## src/rtl/irpd_pkg.sv

```systemverilog
// Shared types and constants for the IR reflectance pair detector.
// Holds field widths, register reset values and register index codes.
// No dependencies.
package irpd_pkg;

  // Field widths
  localparam int ADC_W = 11;
  localparam int THR_W = 11;
  localparam int CNT_W = 8;

  // Defaults
  localparam int SAMPLES_PER_BLOCK_DEF = 10;
  localparam logic [THR_W-1:0] THRESHOLD_RST = 11'd180;
  localparam logic [CNT_W-1:0] CONFIRM_RST   = 8'd10;

  // Configuration port
  localparam int CFG_AW = 3;
  localparam int CFG_DW = 32;

  typedef enum logic [0:0] {
    REG_THRESHOLD = 1'b0,
    REG_CONFIRM   = 1'b1
  } reg_idx_t;

endpackage

```

## src/rtl/ir_reflect_pair_detector_top.sv

```systemverilog
// IR reflectance pair detector: block averaging, on/off compare, hit counting.
// Depends on irpd_pkg (widths, reset values, register codes).
//
// Usage:
//   Input channel (in_valid/in_ready, in_adc_sample) carries one converter
//   sample per transaction. Samples form blocks of SAMPLES_PER_BLOCK; the first
//   sample of each block is dropped and the rest are averaged (truncated toward
//   zero). Blocks alternate IR-off / IR-on, starting with IR off.
//   Output channel (out_valid/out_ready) carries one transaction per finished
//   block: average, phase, detection flag, LED drive for the next block and
//   the consecutive-hit count.
//   Configuration port (APB style, pready tied high): register 0 at byte 0 is
//   detect_threshold, register 1 at byte 4 is confirm_count.
// Throughput: one sample per cycle, sustained unless a held result stalls the
//   last sample of a block; set by the single accumulate stage. The divide is
//   a constant reciprocal multiply in its own stage. A block's last sample
//   passes the input register, the final-sum register and the result register
//   in that order.
// Reset: rst_n (synchronous, active low) empties the pipeline, clears the
//   sample index, sum, stored off average, phase (IR off), hit counter and
//   detection flag, and loads the register defaults.
// Stall: while out_ready is low a finished result is held; samples of the next
//   block keep flowing until its last sample needs the occupied stages.
module ir_reflect_pair_detector_top #(
  parameter int SAMPLES_PER_BLOCK = irpd_pkg::SAMPLES_PER_BLOCK_DEF
) (
  input  logic                               clk,
  input  logic                               rst_n,
  // Input channel
  input  logic                               in_valid,
  output logic                               in_ready,
  input  logic signed [irpd_pkg::ADC_W-1:0]  in_adc_sample,
  // Output channel
  output logic                               out_valid,
  input  logic                               out_ready,
  output logic signed [irpd_pkg::ADC_W-1:0]  out_block_average,
  output logic                               out_phase_on,
  output logic                               out_object_detected,
  output logic                               out_ir_led_on,
  output logic        [irpd_pkg::CNT_W-1:0]  out_hit_count,
  // Configuration port
  input  logic                               psel,
  input  logic                               penable,
  input  logic                               pwrite,
  input  logic        [irpd_pkg::CFG_AW-1:0] paddr,
  input  logic        [irpd_pkg::CFG_DW-1:0] pwdata,
  output logic        [irpd_pkg::CFG_DW-1:0] prdata,
  output logic                               pready
);
  import irpd_pkg::*;

  // Derived sizes
  localparam int IDX_W  = (SAMPLES_PER_BLOCK > 2) ? $clog2(SAMPLES_PER_BLOCK) : 1;
  localparam int SUM_W  = ADC_W + IDX_W;
  localparam int DIV    = (SAMPLES_PER_BLOCK > 1) ? SAMPLES_PER_BLOCK - 1 : 1;
  localparam int SH_L   = $clog2(DIV);
  localparam int SH     = SUM_W + SH_L;
  localparam int M_W    = SUM_W + 1;
  localparam int PROD_W = SUM_W + M_W;
  localparam logic [63:0] MULT_FULL = ((64'd1 << SH) + 64'(DIV) - 64'd1) / 64'(DIV);
  localparam logic [M_W-1:0]   MULT     = MULT_FULL[M_W-1:0];
  localparam logic [IDX_W-1:0] LAST_IDX = IDX_W'(SAMPLES_PER_BLOCK - 1);

  // Configuration registers
  logic [THR_W-1:0] thr_r;
  logic [CNT_W-1:0] confirm_r;
  logic             cfg_wr;
  reg_idx_t         cfg_idx;

  assign pready  = 1'b1;
  assign cfg_wr  = psel && penable && pwrite && pready;
  assign cfg_idx = reg_idx_t'(paddr[2]);

  always_ff @(posedge clk) begin
    if (!rst_n) begin
      thr_r     <= THRESHOLD_RST;
      confirm_r <= CONFIRM_RST;
    end else if (cfg_wr) begin
      case (cfg_idx)
        REG_THRESHOLD: thr_r     <= pwdata[THR_W-1:0];
        REG_CONFIRM:   confirm_r <= pwdata[CNT_W-1:0];
        default: ;
      endcase
    end
  end

  // Read back
  always_comb begin
    case (cfg_idx)
      REG_THRESHOLD: prdata = CFG_DW'(thr_r);
      REG_CONFIRM:   prdata = CFG_DW'(confirm_r);
      default:       prdata = '0;
    endcase
  end

  // Pipeline registers
  logic                    s1_vld_r;
  logic signed [ADC_W-1:0] smp_r;
  logic [IDX_W-1:0]        idx_r;
  logic signed [SUM_W-1:0] sum_r;
  logic                    s2_vld_r;
  logic signed [SUM_W-1:0] fsum_r;
  logic                    out_vld_r;

  // Detector state
  logic                    phase_r;
  logic signed [ADC_W-1:0] off_avg_r;
  logic [CNT_W-1:0]        hits_r;
  logic                    det_r;

  // Result registers
  logic signed [ADC_W-1:0] avg_out_r;
  logic                    phase_out_r;

  // Stage handshakes: each stage moves when the one after it has room
  logic out_free, s2_rdy, s1_last, s1_take, s2_take;
  logic signed [SUM_W-1:0] sum_add;

  assign out_free = !out_vld_r || out_ready;
  assign s2_rdy   = !s2_vld_r || out_free;
  assign s2_take  = s2_vld_r && out_free;
  assign s1_last  = (idx_r == LAST_IDX);
  assign s1_take  = s1_vld_r && (!s1_last || s2_rdy);
  assign in_ready = !s1_vld_r || s1_take;
  assign sum_add  = sum_r + SUM_W'(smp_r);

  // Input register
  always_ff @(posedge clk) begin
    if (!rst_n) begin
      s1_vld_r <= 1'b0;
    end else if (in_ready) begin
      s1_vld_r <= in_valid;
    end
  end

  always_ff @(posedge clk) begin
    if (in_valid && in_ready) begin
      smp_r <= in_adc_sample;
    end
  end

  // Accumulate; drop the first sample of a block, hand off the sum at its end
  always_ff @(posedge clk) begin
    if (!rst_n) begin
      idx_r    <= '0;
      sum_r    <= '0;
      s2_vld_r <= 1'b0;
    end else begin
      if (s2_take) begin
        s2_vld_r <= 1'b0;
      end
      if (s1_take) begin
        if (s1_last) begin
          idx_r    <= '0;
          sum_r    <= '0;
          s2_vld_r <= 1'b1;
        end else begin
          idx_r <= idx_r + 1'b1;
          if (idx_r != '0) begin
            sum_r <= sum_add;
          end
        end
      end
    end
  end

  always_ff @(posedge clk) begin
    if (s1_take && s1_last) begin
      fsum_r <= (idx_r != '0) ? sum_add : sum_r;
    end
  end

  // Divide by block length minus one: reciprocal multiply on the magnitude
  logic                    neg;
  logic [SUM_W-1:0]        mag;
  logic [PROD_W-1:0]       prod;
  logic [ADC_W-1:0]        quo;
  logic signed [ADC_W-1:0] avg;

  assign neg  = fsum_r[SUM_W-1];
  assign mag  = neg ? SUM_W'(-fsum_r) : SUM_W'(fsum_r);
  assign prod = PROD_W'(mag) * PROD_W'(MULT);
  assign quo  = ADC_W'(prod >> SH);
  assign avg  = neg ? $signed(-quo) : $signed(quo);

  // Compare on minus off against threshold, update the hit counter
  logic signed [ADC_W+1:0] diff;
  logic                    hit;
  logic [CNT_W:0]          hits_c;
  logic                    sat;
  logic [CNT_W-1:0]        hits_nxt;

  assign diff     = (ADC_W+2)'(avg) - (ADC_W+2)'(off_avg_r);
  assign hit      = diff > $signed({2'b00, thr_r});
  assign hits_c   = hit ? ({1'b0, hits_r} + 1'b1) : '0;
  assign sat      = hits_c >= {1'b0, confirm_r};
  assign hits_nxt = sat ? confirm_r : hits_c[CNT_W-1:0];

  always_ff @(posedge clk) begin
    if (!rst_n) begin
      out_vld_r <= 1'b0;
      phase_r   <= 1'b0;
      off_avg_r <= '0;
      hits_r    <= '0;
      det_r     <= 1'b0;
    end else begin
      if (out_free) begin
        out_vld_r <= s2_vld_r;
      end
      if (s2_take) begin
        phase_r <= !phase_r;
        if (!phase_r) begin
          off_avg_r <= avg;
        end else begin
          hits_r <= hits_nxt;
          det_r  <= sat;
        end
      end
    end
  end

  always_ff @(posedge clk) begin
    if (s2_take) begin
      avg_out_r   <= avg;
      phase_out_r <= phase_r;
    end
  end

  assign out_valid           = out_vld_r;
  assign out_block_average   = avg_out_r;
  assign out_phase_on        = phase_out_r;
  assign out_object_detected = det_r;
  assign out_ir_led_on       = phase_r;
  assign out_hit_count       = hits_r;

`ifndef SYNTH
  // LED drive for the next block is always the opposite of the finished phase
  a_led_toggles: assert property (@(posedge clk) disable iff (!rst_n)
    out_vld_r |-> (out_ir_led_on != out_phase_on))
    else $error("LED drive does not follow the phase toggle");

  // Sample index never passes the last slot of a block
  a_idx_range: assert property (@(posedge clk) disable iff (!rst_n)
    idx_r <= LAST_IDX)
    else $error("sample index out of range");

  // A finished sum arrives only together with the index wrapping to zero
  a_sum_handoff: assert property (@(posedge clk) disable iff (!rst_n)
    $rose(s2_vld_r) |-> (idx_r == '0) && (sum_r == '0))
    else $error("block sum handed off without index wrap");

  // Input back-pressure only when the input register holds a stuck sample
  a_ready_cause: assert property (@(posedge clk) disable iff (!rst_n)
    !in_ready |-> s1_vld_r && s1_last && s2_vld_r && out_vld_r)
    else $error("input stalled without a full pipeline");
`endif

endmodule
```

## config.mk

```make
export PLATFORM = sky130hd
export DESIGN_NAME = ir_reflect_pair_detector_top
export DESIGN_NICKNAME = d
export VERILOG_FILES = /design/src/rtl/irpd_pkg.sv /design/src/rtl/ir_reflect_pair_detector_top.sv
export SDC_FILE = /design/constraint.sdc
export NUM_CORES = 1
export LEC_CHECK = 0
export ABC_AREA = 1
export ABC_CLOCK_PERIOD_IN_PS = 15500
export BUFFER_PORTS_ARGS = -buffer_cell sky130_fd_sc_hd__buf_4
export CAP_MARGIN = 20
export CORE_ASPECT_RATIO = 0.9
export CORE_UTILIZATION = 50
export CTS_CLUSTER_SIZE = 10
export DETAILED_ROUTE_END_ITERATION = 16
export PLACE_DENSITY_LB_ADDON = 0.12
export SLEW_MARGIN = 10
export SYNTH_ARGS = -nofsm -noshare
export SYNTH_HDL_FRONTEND = slang
export SYNTH_SLANG_ARGS = --single-unit
```

## constraint.sdc

```tcl
create_clock -name clk -period 15.5 [get_ports clk]
set_clock_uncertainty 0.15 [all_clocks]
set_input_delay 1.55 -clock clk [delete_from_list [all_inputs] [get_ports clk]]
set_output_delay 1.55 -clock clk [all_outputs]
set_load 0.05 [all_outputs]
```

==> flow_metrics.tcl <==
set metrics [dict create \
    status "finished clean" \
    final_max_slew_viol_count 0 \
    start_util_pct 51.76 \
    cp.required_ns 15.60 \
    cts_resized 0 \
    post_cts_buffers 0 \
    gp_congestion 0.8988 \
    grt-busiest-layer "met2" \
    worstMarginPinSlew_ns 1.059 \
    fp-row-count 50 \
    p_sw_mw 0.1659 \
    fin_crit_sh_pct 78.51 \
    fmax_mhz 82.17 \
    synth_cell_types 49 \
    rsz0062_at_grt "no" \
    ys.flop_type "dfxtp_1" \
    power.share.clock_pct 39.3 \
    postCtsHoldBufs 0 \
    n_antenna_cell 0 \
    grt_use_met2_pct 37.40 \
    clk_latency_ns 0.36 \
    tns_ns 0 \
    power_frac_seq_pct 48.8 \
    max_stage_delay_ns 0.55 \
    leakagePower_nw 6.356 \
    ys_warn_count 0 \
    r2r-end "out_hit_count[1]" \
    gr-usage-met1_pct 32.15 \
    clockRootBuffer "clkbuf_16" \
    vdd_drop_max_uv 48.40 \
    worstRegToRegCells 61 \
    clk_pin_slew_ns 0.08 \
    synth_cells 1471 \
    layout-drive-gt1-share_pct 9.073 \
    yosysSeqAreaShare_pct 21.77 \
    clock-sinks 100 \
    nFillCells 2074 \
    crit_slowest_cell "fa_1" \
    die_height_um 142.4 \
    final_hold_viol_count 0 \
    numCtsBuffers 9 \
    grt_pass1_wl_um 40310 \
    cp-endpoint "out_hit_count[1]" \
    vias 8912 \
    drtIter0Drc 401 \
    core_area_sq_um 21150 \
    regArea_sq_um 2382 \
    nNetsFinal 1807 \
    detail_route.wl_per_cell_um 13.33 \
    dr.pass1.iters 5 \
    rrSetupSlack_ns 3.33 \
    p_comb_share_pct 11.9 \
    crit_arrival_ns 12.27 \
    critPathMaxFanout 11 \
    crit_type "flop to flop" \
    antenna_left 0 \
    max-cap-violations 0 \
    r2r_start "fsum_r[0]" \
    yosysTopAreaCellShare_pct 18.18 \
    grt_use_total_pct 22.91 \
    io-pin-count 110 \
    ctsLongestPathBuffers 2 \
    swShare_pct 28.68 \
    dieWidth_um 158.0 \
    grt_max_degree 38 \
    powerDensity_nw_per_um2 48.56 \
    antenna_found_initial 0 \
    grt-ovfl-total 0 \
    async_flop_share_pct 0 \
    area_growth_pct 8.849 \
    slew_headroom_pct 29.15 \
    fp.dieArea_sq_um 22490 \
    intPower_mw 0.4126 \
    hold_class "flop to flop" \
    cts_max_level 3 \
    drcViolationCount 0 \
    synthTopCellsByArea "ha_1 18%, fa_1 12%, nand2_1 12%" \
    dpl.hpwl_um 20510 \
    worst_path_most_repeated_cell "nand2_1" \
    yosysTopAreaCell "ha_1" \
    use_met3_pct 3.045 \
    syn_avg_cell_area_sq_um 7.440 \
    viasPerCell 4.902 \
    layout_min_cycle_time_ns 12.17 \
    multiInputGateArea_sq_um 7197 \
    ys_ff_latch 100 \
    crit_path_start_kind "flop" \
    cp-end-kind "flop" \
    setup_viol 0 \
    startpoint "fsum_r[0]" \
    grt_pass1_vias 8434 \
    wl_um 24230 \
    cts_tree "yes" \
    total_power_mw 0.5785 \
    synth-edff-count 38 \
    portBuffers 64 \
    synth_area_sq_um 10940 \
]
metrics by stage:
step           cells  util, %  hold WS [ns]  worst slack [ns]  area, sq um
6_report        1818    56.34        0.3285             3.331        11910
5_1_grt         1818    56.34        0.3671             2.224        11910
4_1_cts         1818    56.34        0.3267             3.376        11910
3_5_place_dp    1802    54.96        0.3111             3.430        11620
3_3_place_gp    1802    54.96        0.3065             3.533        11620
2_1_floorplan   1491        -        0.3001             5.164        11020
worst max-delay path, delay by kind of cell, from the launching register on:
family	cells	cell delay [ns]
fa+ha+maj	12	4.94
simple gates	25	2.56
compound gates	10	1.62
buf+inv	11	1.48
xor+xnor	3	0.80
flops	1	0.47
worst min-delay path by stage:
stage                          start                to  slack [ns]  depth (start not counted)
finish              out_hit_count[3]  out_hit_count[3]        0.33                          2
global route                sum_r[2]          sum_r[2]        0.37                          2
CTS                 out_hit_count[3]  out_hit_count[3]        0.33                          2
detailed placement  out_hit_count[3]  out_hit_count[3]        0.31                          2
global placement    out_hit_count[3]  out_hit_count[3]        0.31                          2
floorplan                   thr_r[1]          thr_r[1]        0.30                          2
cell usage after synthesis, types with 2 or more instances:
cell / count
edfxtp_1: 38
xor2_1: 26
ha_1: 159
nand2_4: 4
fa_1: 68
a31oi_1: 6
nor2_1: 78
o21bai_1: 3
o21ai_0: 71
buf_4: 22
xnor2_1: 10
nor4_1: 2
nand2_2: 16
nand3_1: 55
conb_1: 2
nor2_4: 2
clkinv_1: 2
nor3_1: 10
o21ai_2: 2
o21ai_1: 9
inv_1: 306
nor2_2: 7
clkbuf_1: 11
dfxtp_1: 62
or2_2: 8
nand4_1: 11
buf_1: 2
inv_2: 9
buf_2: 5
nand2_1: 339
a21oi_1: 100
nand3b_1: 5
nand3_2: 5
sequential cells by signal, summed over array words and instances (netlist names):
signal / cells
out_hit_count: 8
smp_r: 11
out_valid: 1
s2_vld_r: 1
out_phase_on: 1
sum_r: 15
off_avg_r: 11
confirm_r: 8
thr_r: 11
out_block_average: 11
fsum_r: 15
out_ir_led_on: 1
idx_r: 4
s1_vld_r: 1
out_object_detected: 1
kinds of logic (layout without fill, tap and decap cells):
group,after synthesis,in the layout,share of synthesized area (%)
compound gates,198,198,9.478
xor+xnor,37,37,3.030
fa+ha+maj,227,227,30.62
buf+inv,358,399,13.16
flops,100,100,21.77
mux,1,1,0.09146
other cells,2,22,0.06862
simple gates,548,548,21.79
layer usage:
metal  vias up  share of wire [%]
met1      4083                 50
met2       126                 45
met3        19                3.0
met4         0                1.2
li1       4684                  -
met5         -                  0
cell usage in the layout (no fill, tap or decap), types with 26 or more instances in the layout:
cell type / count
inv_1: 306
ha_1: 159
buf_4: 66
nand3_1: 55
nor2_1: 78
a21oi_1: 100
o21ai_0: 71
fa_1: 68
xor2_1: 26
edfxtp_1: 38
dfxtp_1: 62
nand2_1: 339
power groups by stage:
| stage | clock, mW | sequential, mW | combinational (mW) |
|---|---|---|---|
| after floorplan | 0 | 0.287 | 0.0557 |
| after global placement | 0 | 0.288 | 0.0675 |
| after detailed placement | 0 | 0.288 | 0.0682 |
| after CTS | 0.235 | 0.282 | 0.0685 |
| after global routing | 0.243 | 0.283 | 0.0758 |
| final | 0.227 | 0.282 | 0.0687 |
cell type report:
class                           count  share of cell area, %
Clock buffer                        9                  1.891
Clock inverter                      7                 0.5462
Inverter                          317                  9.988
Multi-Input combinational cell   1033                  60.41
Sequential cell                   100                  20.00
Tap cell                          286                  3.004
Timing Repair Buffer               66                  4.159
(Power assumes the default switching activity.)
